## config.mk

```make
export PLATFORM = sky130hd
export DESIGN_NAME = timed_pin_pattern_sequencer
export DESIGN_NICKNAME = d
export VERILOG_FILES = /design/src/design/tpps_pkg.sv /design/src/design/tpps_in_stage.sv /design/src/design/tpps_core.sv /design/src/design/tpps_out_stage.sv /design/src/design/timed_pin_pattern_sequencer.sv
export SDC_FILE = /design/constraint.sdc
export NUM_CORES = 2
export LEC_CHECK = 0
export BUFFER_PORTS_ARGS = -buffer_cell sky130_fd_sc_hd__buf_4
export CAP_MARGIN = 10
export CORE_UTILIZATION = 50
export CTS_CLUSTER_SIZE = 8
export DETAILED_ROUTE_END_ITERATION = 6
export PLACE_DENSITY = 0.75
export SLEW_MARGIN = 20
export SYNTH_ARGS = -nofsm -noshare
export SYNTH_HDL_FRONTEND = slang
export SYNTH_SLANG_ARGS = --single-unit
```

## constraint.sdc

```tcl
create_clock -name aclk -period 6.95 [get_ports aclk]
set_input_delay 0.695 -clock aclk [delete_from_list [all_inputs] [get_ports aclk]]
set_output_delay 0.695 -clock aclk [all_outputs]
set_load 0.05 [all_outputs]
```

## src/design/tpps_pkg.sv

```systemverilog
// Shared types, constants and helpers for the timed pin pattern sequencer.
// No dependencies; imported by every module of the block.
`timescale 1ns / 1ps
`default_nettype none

package tpps_pkg;

    // Default sizes, handed to the top level parameters
    localparam int SEQ_DEPTH_DEF = 16;
    localparam int PIN_COUNT_DEF = 26;

    // Fixed field widths of the request and result
    localparam int ACT_W   = 2;
    localparam int IDX_W   = 4;
    localparam int PAT_W   = 27;
    localparam int WAIT_W  = 32;
    localparam int TIME_W  = 64;
    localparam int S_TDATA_W = 64;  // index, pattern, wait = 63 bits, padded
    localparam int S_TUSER_W = ACT_W;

    // Action codes
    typedef enum logic [ACT_W-1:0] {
        ACT_LOAD  = 2'd0,
        ACT_START = 2'd1,
        ACT_TICK  = 2'd2
    } action_t;

    // One accepted request
    typedef struct packed {
        logic [ACT_W-1:0]         action;
        logic [IDX_W-1:0]         entry_index;
        logic signed [PAT_W-1:0]  entry_pattern;
        logic signed [WAIT_W-1:0] entry_wait;
    } item_t;

    // Status part of a result
    typedef struct packed {
        logic              busy;
        logic              done;
        logic [TIME_W-1:0] start_time;
        logic [TIME_W-1:0] end_time;
    } res_info_t;

    // A wait of zero or below holds for one tick
    function automatic logic [WAIT_W-1:0] eff_wait(input logic [WAIT_W-1:0] w);
        logic [WAIT_W-1:0] r;
        r = w;
        if (w[WAIT_W-1] || (w == '0)) begin
            r = WAIT_W'(1);
        end
        return r;
    endfunction

endpackage

`default_nettype wire

```

## src/design/tpps_in_stage.sv

```systemverilog
// Input register of the sequencer: holds one request until the core takes it.
// Depends on tpps_pkg (item_t).
`timescale 1ns / 1ps
`default_nettype none

module tpps_in_stage
    import tpps_pkg::*;
(
    input  wire logic  aclk,
    input  wire logic  aresetn,
    input  wire logic  in_valid,
    output logic       in_ready,
    input  wire item_t in_item,
    input  wire logic  take,
    output logic       item_valid,
    output item_t      item
);

    logic  valid_reg, valid_next;
    item_t item_reg;

    // Free when empty or when the held request leaves this cycle
    assign in_ready = !valid_reg || take;

    always_comb begin
        valid_next = valid_reg;
        if (in_valid && in_ready) begin
            valid_next = 1'b1;
        end else if (take) begin
            valid_next = 1'b0;
        end
    end

    always_ff @(posedge aclk) begin
        if (!aresetn) begin
            valid_reg <= 1'b0;
        end else begin
            valid_reg <= valid_next;
        end
    end

    // Payload, no reset
    always_ff @(posedge aclk) begin
        if (in_valid && in_ready) begin
            item_reg <= in_item;
        end
    end

    assign item_valid = valid_reg;
    assign item       = item_reg;

endmodule

`default_nettype wire

```

## src/design/tpps_core.sv

```systemverilog
// Sequencer state, pattern/wait tables and the single-pass update per request.
// Depends on tpps_pkg (item_t, res_info_t, action codes, eff_wait).
`timescale 1ns / 1ps
`default_nettype none

module tpps_core
    import tpps_pkg::*;
#(
    parameter int SEQ_DEPTH = SEQ_DEPTH_DEF,
    parameter int PIN_COUNT = PIN_COUNT_DEF
) (
    input  wire logic                 aclk,
    input  wire logic                 aresetn,
    input  wire logic                 cfg_we,
    input  wire logic [PIN_COUNT-1:0] cfg_wdata,
    input  wire logic                 fire,
    input  wire item_t                item,
    output logic [PIN_COUNT-1:0]      pin_levels,
    output res_info_t                 info
);

    localparam int SW = $clog2(SEQ_DEPTH + 1);
    localparam int AW = (SEQ_DEPTH > 1) ? $clog2(SEQ_DEPTH) : 1;
    localparam int CW = (SW > IDX_W) ? SW : IDX_W;

    // Tables: patterns and waits are undefined until loaded
    logic [PIN_COUNT-1:0] pat_tab  [SEQ_DEPTH];
    logic [WAIT_W-1:0]    wait_tab [SEQ_DEPTH];
    logic [SEQ_DEPTH-1:0] used_reg, used_next;

    logic [PIN_COUNT-1:0] mask_reg;
    logic [PIN_COUNT-1:0] levels_reg, levels_next;
    logic [SW-1:0]        stage_reg, stage_next;
    logic [SW-1:0]        length_reg, length_next;
    logic [WAIT_W-1:0]    remain_reg, remain_next;
    logic                 running_reg, running_next;
    logic [TIME_W-1:0]    clock_reg, clock_next;
    logic [TIME_W-1:0]    started_reg, started_next;

    logic                 done_w;
    logic [TIME_W-1:0]    end_w;
    logic [CW-1:0]        idx_wide;
    logic                 ld_ok;
    logic [AW-1:0]        ld_addr;
    logic [SW-1:0]        stage_inc;
    logic [AW-1:0]        st_addr;
    logic [WAIT_W-1:0]    remain_dec;
    logic [SW-1:0]        high_len;
    logic [PIN_COUNT-1:0] new_pat;

    // Load address decode
    assign idx_wide = CW'(item.entry_index);
    assign ld_ok    = idx_wide < CW'(SEQ_DEPTH);
    assign ld_addr  = idx_wide[AW-1:0];

    assign stage_inc  = stage_reg + SW'(1);
    assign st_addr    = stage_inc[AW-1:0];
    assign remain_dec = (remain_reg != '0) ? (remain_reg - WAIT_W'(1)) : '0;
    assign new_pat    = PIN_COUNT'(item.entry_pattern[PAT_W-2:0]);

    // Length on start: one past the highest used entry
    always_comb begin
        high_len = '0;
        for (int i = 0; i < SEQ_DEPTH; i++) begin
            if (used_reg[i]) begin
                high_len = SW'(i + 1);
            end
        end
    end

    // Next state for one request
    always_comb begin
        used_next    = used_reg;
        levels_next  = levels_reg;
        stage_next   = stage_reg;
        length_next  = length_reg;
        remain_next  = remain_reg;
        running_next = running_reg;
        clock_next   = clock_reg;
        started_next = started_reg;
        done_w       = 1'b0;
        end_w        = '0;
        case (item.action)
            ACT_LOAD: begin
                if (ld_ok) begin
                    used_next[ld_addr] = !item.entry_pattern[PAT_W-1];
                end
            end
            ACT_START: begin
                length_next  = high_len;
                started_next = clock_reg;
                stage_next   = '0;
                if (used_reg[0]) begin
                    levels_next = (levels_reg & ~mask_reg) | (pat_tab[0] & mask_reg);
                end
                remain_next  = eff_wait(wait_tab[0]);
                running_next = 1'b1;
            end
            ACT_TICK: begin
                clock_next = clock_reg + TIME_W'(1);
                if (running_reg) begin
                    remain_next = remain_dec;
                    if (remain_dec == '0) begin
                        stage_next = stage_inc;
                        if ((stage_inc >= length_reg) || (stage_inc >= SW'(SEQ_DEPTH))) begin
                            running_next = 1'b0;
                            done_w       = 1'b1;
                            end_w        = clock_next;
                        end else begin
                            // unused middle entry drives all masked pins high
                            levels_next = (levels_reg & ~mask_reg) |
                                          ((used_reg[st_addr] ? pat_tab[st_addr] : '1)
                                           & mask_reg);
                            remain_next = eff_wait(wait_tab[st_addr]);
                        end
                    end
                end
            end
            default: begin
            end
        endcase
    end

    // Control state
    always_ff @(posedge aclk) begin
        if (!aresetn) begin
            used_reg    <= '0;
            mask_reg    <= '0;
            levels_reg  <= '0;
            stage_reg   <= '0;
            length_reg  <= '0;
            remain_reg  <= '0;
            running_reg <= 1'b0;
            clock_reg   <= '0;
            started_reg <= '0;
        end else begin
            if (cfg_we) begin
                mask_reg <= cfg_wdata;
            end
            if (fire) begin
                used_reg    <= used_next;
                levels_reg  <= levels_next;
                stage_reg   <= stage_next;
                length_reg  <= length_next;
                remain_reg  <= remain_next;
                running_reg <= running_next;
                clock_reg   <= clock_next;
                started_reg <= started_next;
            end
        end
    end

    // Table writes
    always_ff @(posedge aclk) begin
        if (fire && (item.action == ACT_LOAD) && ld_ok) begin
            pat_tab[ld_addr]  <= new_pat;
            wait_tab[ld_addr] <= item.entry_wait;
        end
    end

    // Result of this request, registered in the output stage
    assign pin_levels      = levels_next;
    assign info.busy       = running_next;
    assign info.done       = done_w;
    assign info.start_time = started_next;
    assign info.end_time   = end_w;

    // A running sequence always has a wait armed and a stage in the table
    a_remain_armed: assert property (@(posedge aclk) disable iff (!aresetn)
        running_reg |-> (remain_reg != '0))
        else $error("running with no wait armed");

    a_stage_range: assert property (@(posedge aclk) disable iff (!aresetn)
        running_reg |-> (stage_reg < SW'(SEQ_DEPTH)))
        else $error("stage beyond table while running");

    a_tick_clock: assert property (@(posedge aclk) disable iff (!aresetn)
        (fire && (item.action == ACT_TICK)) |=> (clock_reg == $past(clock_reg) + TIME_W'(1)))
        else $error("tick did not advance the clock by one");

    a_done_stops: assert property (@(posedge aclk) disable iff (!aresetn)
        (fire && done_w) |=> (!running_reg && (clock_reg == $past(end_w))))
        else $error("done without stopping at the reported end time");

endmodule

`default_nettype wire

```

## src/design/tpps_out_stage.sv

```systemverilog
// Result register of the sequencer: holds one result until the sink takes it.
// Depends on tpps_pkg (res_info_t).
`timescale 1ns / 1ps
`default_nettype none

module tpps_out_stage
    import tpps_pkg::*;
#(
    parameter int PIN_COUNT = PIN_COUNT_DEF
) (
    input  wire logic                 aclk,
    input  wire logic                 aresetn,
    input  wire logic                 load,
    input  wire logic [PIN_COUNT-1:0] pins_in,
    input  wire res_info_t            info_in,
    output logic                      load_ready,
    output logic                      out_valid,
    input  wire logic                 out_ready,
    output logic [PIN_COUNT-1:0]      pins_out,
    output res_info_t                 info_out
);

    logic                 valid_reg, valid_next;
    logic [PIN_COUNT-1:0] pins_reg;
    res_info_t            info_reg;

    // Room for a new result when empty or when the held one leaves now
    assign load_ready = !valid_reg || out_ready;

    always_comb begin
        valid_next = valid_reg;
        if (load) begin
            valid_next = 1'b1;
        end else if (out_ready) begin
            valid_next = 1'b0;
        end
    end

    always_ff @(posedge aclk) begin
        if (!aresetn) begin
            valid_reg <= 1'b0;
        end else begin
            valid_reg <= valid_next;
        end
    end

    always_ff @(posedge aclk) begin
        if (load) begin
            pins_reg <= pins_in;
            info_reg <= info_in;
        end
    end

    assign out_valid = valid_reg;
    assign pins_out  = pins_reg;
    assign info_out  = info_reg;

endmodule

`default_nettype wire

```

## src/design/timed_pin_pattern_sequencer.sv

```systemverilog
// Top level of the timed pin pattern sequencer: stream ports, packing, stages.
// Depends on tpps_pkg, tpps_in_stage, tpps_core, tpps_out_stage.
//
//  channel  | dir | handshake          | payload
//  ---------+-----+--------------------+---------------------------------------
//  s_       | in  | s_tvalid/s_tready  | tuser action, tdata index/pattern/wait
//  m_       | out | m_tvalid/m_tready  | tdata levels/busy/done/start/end
//  cfg_     | in  | cfg_we             | cfg_wdata = pin_mask
//
// Every request yields exactly one result, through the input register and the result register.
// One request per cycle is sustained while m_tready is high; the state update is a single pass
// between the input register and the result register.
// Reset (aresetn low, synchronous) clears all state but the table contents and the stage payload registers.
// A stall on m_ backs up into s_tready after the two stages fill.
`timescale 1ns / 1ps
`default_nettype none

module timed_pin_pattern_sequencer
    import tpps_pkg::*;
#(
    parameter int SEQ_DEPTH = SEQ_DEPTH_DEF,
    parameter int PIN_COUNT = PIN_COUNT_DEF
) (
    input  wire logic                 aclk,
    input  wire logic                 aresetn,
    // configuration
    input  wire logic                 cfg_we,
    input  wire logic [PIN_COUNT-1:0] cfg_wdata,   // pin_mask
    // request channel
    input  wire logic                 s_tvalid,
    output logic                      s_tready,
    input  wire logic [S_TDATA_W-1:0] s_tdata,     // entry_index, entry_pattern, entry_wait
    input  wire logic [S_TUSER_W-1:0] s_tuser,     // action
    // result channel
    output logic                      m_tvalid,
    input  wire logic                 m_tready,
    output logic [((PIN_COUNT + 2 + 2 * TIME_W + 7) / 8) * 8 - 1:0]
                                      m_tdata      // pin_levels, busy_res, seq_done,
                                                   // start_time, end_time
);

    localparam int M_TDATA_W = ((PIN_COUNT + 2 + 2 * TIME_W + 7) / 8) * 8;

    item_t                s_item;
    item_t                item;
    logic                 item_valid;
    logic                 load_ready;
    logic                 fire;
    logic [PIN_COUNT-1:0] core_pins;
    res_info_t            core_info;
    logic [PIN_COUNT-1:0] out_pins;
    res_info_t            out_info;

    // Unpack the request
    assign s_item.action        = s_tuser;
    assign s_item.entry_index   = s_tdata[IDX_W-1:0];
    assign s_item.entry_pattern = s_tdata[IDX_W+PAT_W-1:IDX_W];
    assign s_item.entry_wait    = s_tdata[IDX_W+PAT_W+WAIT_W-1:IDX_W+PAT_W];

    // Request moves into the core when the result register has room
    assign fire = item_valid && load_ready;

    tpps_in_stage u_in (
        .aclk       (aclk),
        .aresetn    (aresetn),
        .in_valid   (s_tvalid),
        .in_ready   (s_tready),
        .in_item    (s_item),
        .take       (fire),
        .item_valid (item_valid),
        .item       (item)
    );

    tpps_core #(
        .SEQ_DEPTH (SEQ_DEPTH),
        .PIN_COUNT (PIN_COUNT)
    ) u_core (
        .aclk       (aclk),
        .aresetn    (aresetn),
        .cfg_we     (cfg_we),
        .cfg_wdata  (cfg_wdata),
        .fire       (fire),
        .item       (item),
        .pin_levels (core_pins),
        .info       (core_info)
    );

    tpps_out_stage #(
        .PIN_COUNT (PIN_COUNT)
    ) u_out (
        .aclk       (aclk),
        .aresetn    (aresetn),
        .load       (fire),
        .pins_in    (core_pins),
        .info_in    (core_info),
        .load_ready (load_ready),
        .out_valid  (m_tvalid),
        .out_ready  (m_tready),
        .pins_out   (out_pins),
        .info_out   (out_info)
    );

    // Pack the result, pin levels in the low bits
    assign m_tdata = M_TDATA_W'({out_info.end_time, out_info.start_time,
                                 out_info.done, out_info.busy, out_pins});

endmodule

`default_nettype wire

```

==> summary.md <==
| Metric | Value |
|---|---|
| Pin count of the biggest net entering global routing | `132` |
| Req. time, crit path | `7540 ps` |
| Synth Area per Inst | `15.88 um^2` |
| Htree depth | `4` |
| DRC errors left | `0` |
| Count of final hold-check violations | `0` |
| Clk root buf | `clkbuf_16` |
| Critical path's top delay family | `simple AND/OR/NAND/NOR gates` |
| Fillers | `8057` |
| Fin util | `58.98%` |
| Max VDD drop | `0.0001964 V` |
| First-pass GRT wire length | `207700 um` |
| #FFs+latches synth | `1390` |
| Register area | `39330 um^2` |
| Share of flip-flops with an asynchronous set or reset | `0%` |
| Max Clock Skew | `41.59 ps` |
| P_leak | `0.02086 uW` |
| Cell variety after synth | `81` |
| P_sw | `4092 uW` |
| Yosys warns | `0` |
| Total global-route track usage | `24.62%` |
| Vias in the first global route | `32920` |
| Relative slew slack | `26.40%` |
| GRT busiest layer | `met2` |
| Setup CP Type | `flop to flop` |
| Clk slew on worst S/H paths | `50 ps` |
| Layout cells sized above 1 | `23.24%` |
| Largest register FFs | `512` |
| Post-CTS setup buffer count | `0` |
| Met1 usage | `33.67%` |
| Cell Int Power | `14570 uW` |
| Fmax | `201.2 MHz` |
| DP Area | `60100 um^2` |
| Buf+Inv Stages, Crit Path | `2` |
| Total of max-cap violations | `0` |
| Number of synthesized flops with an enable pin | `1149` |
| GRT met3 Usage | `4.885%` |
| Post-CTS sizing | `0` |
| Top Ports | `259` |
| Fin Setup TNS | `0 ps` |
| Worst path slowest cell | `or4_1` |
| Final Max Tran Viols | `0` |
| Sequential fraction of the synthesis area | `69.67%` |
| Clock insertion delay at the later pin of the skew report | `770 ps` |
| Max incr delay on CP | `960 ps` |
| CP Capture Type | `flop` |
| Post-Syn Area | `56450 um^2` |
| DR vias | `33630` |
| WL/cell | `25.71 um` |
| Final min period | `4970 ps` |
| Hold buffer count at CTS | `0` |
| DR pass1 iterations | `6` |
| Commonest register cell after synthesis | `edfxtp_1` |
| FP Rows | `122` |
| Die width | `338.0 um` |
| Crit path max fanout | `24` |
| Clock network power share | `45.9%` |
| Type of origin of the critical path | `flop` |
| Critical Path, Cell by Cell | `inv_1 -> ha_1 -> nor3b_2 -> and4_1 -> nand3_1 -> or4_1 -> a211oi_4 -> buf_4 -> o21ai_4 -> a21oi_1 -> a21oi_1` |
| Met2 GRT Util | `39.22%` |
| Antenna-violating nets left | `0` |
| Most common cell on crit path | `a21oi_1` |
| Multi-input logic area | `16290 um^2` |
| DRT iter0 DRCs | `3759` |
| Sw Ratio | `21.92%` |
| Routability congestion estimate | `0.9494` |
| Setup WS pre-CTS | `2088 ps` |
| TritonCTS clock tree | `built` |
| Slew @ Worst Pin | `1100 ps` |
| Crit path DAT | `5560 ps` |
| Die area | `114200 um^2` |
| Antenna Diode Count | `0` |
| TritonCTS Sinks | `1390` |
| Hold WC Path Type | `input pin to flop` |
| Final setup vio count | `0` |
| DP HPWL | `77500 um` |
| Starting Density | `50.73%` |
| Area growth syn-to-layout | `16.27%` |
| Register with the most flip-flops | `u_core.wait_tab` |
| Final nets | `3949` |
| Outcome | `complete, no violations` |
| Final Cycle Share | `71.51%` |
| Die Span Y | `338.0 um` |
| Routed WL | `140600 um` |
| Reg power frac | `49.6%` |
| Port Buffers | `253` |
| RSZ-0062 raised after global routing | `false` |
| CTS Buffer Depth | `3` |
| Initial antenna violation count | `2` |
| Design area | `65630 um^2` |
| Mapped Cells | `3554` |
| CTS Buf Count | `192` |
| Combinational share of power | `4.4%` |
| Vias/cell | `6.151` |
| Final WS setup | `1980 ps` |
| Remaining global-route overflow | `0` |
| Power density over the cells | `284.4 nW/um^2` |
| Area of the core | `111300 um^2` |
[layout by cell type, fill, tap and decap left out, drive strengths merged, types with 7 or more instances in the layout]
cell type,synthesis,final
a211oi,64,64
or3,21,21
mux4,279,279
xor2,66,66
clkbuf,157,323
nand4b,7,7
a21oi,189,189
mux2i,62,62
a31oi,16,16
xnor2,52,52
a32oi,24,24
and3,25,25
nand4,31,31
nand2,285,285
nand3,85,85
and4,8,8
clkinv,3,8
inv,22,27
dfxtp,241,241
nor2b,9,9
o21a,26,26
nor4,33,33
a21o,29,29
nor2,268,268
mux2,66,66
o21ai,97,97
nor3,54,54
nand2b,10,10
buf,69,316
edfxtp,1149,1149
ha,11,11
and2,19,19
[cell usage after synthesis (4+ instances only)]
master / n / share of area (%)
a2111oi_2: 4 / 0.11
a211oi_1: 63 / 0.84
a21boi_0: 4 / 0.053
a21o_1: 29 / 0.39
a21oi_1: 189 / 1.7
a31oi_1: 16 / 0.18
a32oi_1: 24 / 0.37
and2_1: 18 / 0.20
and3_1: 25 / 0.28
and4_1: 8 / 0.12
buf_1: 23 / 0.15
buf_2: 32 / 0.28
buf_4: 9 / 0.12
buf_6: 5 / 0.10
clkbuf_1: 157 / 1.0
dfxtp_1: 241 / 8.5
edfxtp_1: 1149 / 61
ha_1: 11 / 0.24
inv_1: 20 / 0.13
mux2_2: 66 / 1.3
mux2i_1: 62 / 1.1
mux4_2: 279 / 11
nand2_1: 285 / 1.9
nand2b_1: 10 / 0.11
nand3_1: 85 / 0.75
nand4_1: 30 / 0.33
nand4b_1: 6 / 0.093
nor2_1: 268 / 1.8
nor2b_1: 9 / 0.10
nor3_1: 53 / 0.47
nor4_1: 27 / 0.30
nor4_2: 4 / 0.089
o211ai_1: 6 / 0.080
o21a_1: 26 / 0.35
o21ai_0: 71 / 0.63
o21ai_1: 25 / 0.22
o311ai_0: 4 / 0.062
o31ai_1: 6 / 0.080
or3_1: 21 / 0.23
xnor2_1: 52 / 0.81
xor2_1: 66 / 1.0
[power groups by stage]
stage                     sequential [uW]  combinational, uW  clock [uW]
final                                9270                827        8570
after global routing                 9270                876        9010
after CTS                            9270                815        8680
after detailed placement             9420                811           0
after global placement               9410                801           0
after floorplan                      9530                398           0
[metrics by stage]
stage               total power (uW)  hold slack [ps]  std cells
floorplan                       9924            431.9       3557
global placement               10220            438.7       5134
detailed placement             10230            446.0       5135
CTS                            18760            42.99       5468
global route                   19160            64.45       5468
finish                         18670            92.27       5468
[routing by layer]
layer | vias to the layer above | share of wire [%]
li1 | 14450 | -
met1 | 16910 | 40
met2 | 1956 | 47
met3 | 314 | 9.4
met4 | 2 | 3.1
met5 | - | 0.0092
[worst register-to-register path, cell delays in order (launching register included)]
cell      delay (ps)
dfxtp_1          440
inv_1            110
ha_1             310
nor3b_2          660
and4_1           400
nand3_1          210
or4_1            960
a211oi_4         340
buf_4            550
o21ai_4          430
a21oi_1          300
a21oi_1           90
[logic make-up (layout without fill, tap and decap cells)]
logic type               after synthesis  in the layout  synth area share (%)
buffers and inverters                251            674                 1.866
XOR/XNOR                             118            118                 1.831
AND/OR/NAND/NOR                      875            875                 7.237
adder cells (fa/ha/maj)               11             11                0.2438
other                                  1              4              0.006643
multiplexers                         407            407                 13.55
flip-flops                          1390           1390                 69.67
AO/OA/AOI/OAI                        501            501                 5.601
[final timing paths]
| kind | startpoint | end | slack [ps] | cells past startpoint |
|---|---|---|---|---|
| min reg2reg | u_core.started_reg[33] | u_core.started_reg[33] | 450 | 2 |
| max | u_core.remain_reg[0] | u_core.levels_reg[14] | 1980 | 11 |
| max reg2reg | u_core.remain_reg[0] | u_core.levels_reg[14] | 1980 | 11 |
| min | s_tdata[11] | u_in.item[39] | 90 | 1 |
[cell type report]
cell class              count  area share (%)
well taps                1488           2.837
multi-input cells        1916           24.82
inverters                  25          0.1659
flip-flops and latches   1390           59.93
clock buffers             323           8.182
clock inverters            10          0.2516
repair buffers            316           3.817
Note: power is estimated with default switching activity, not from simulation.
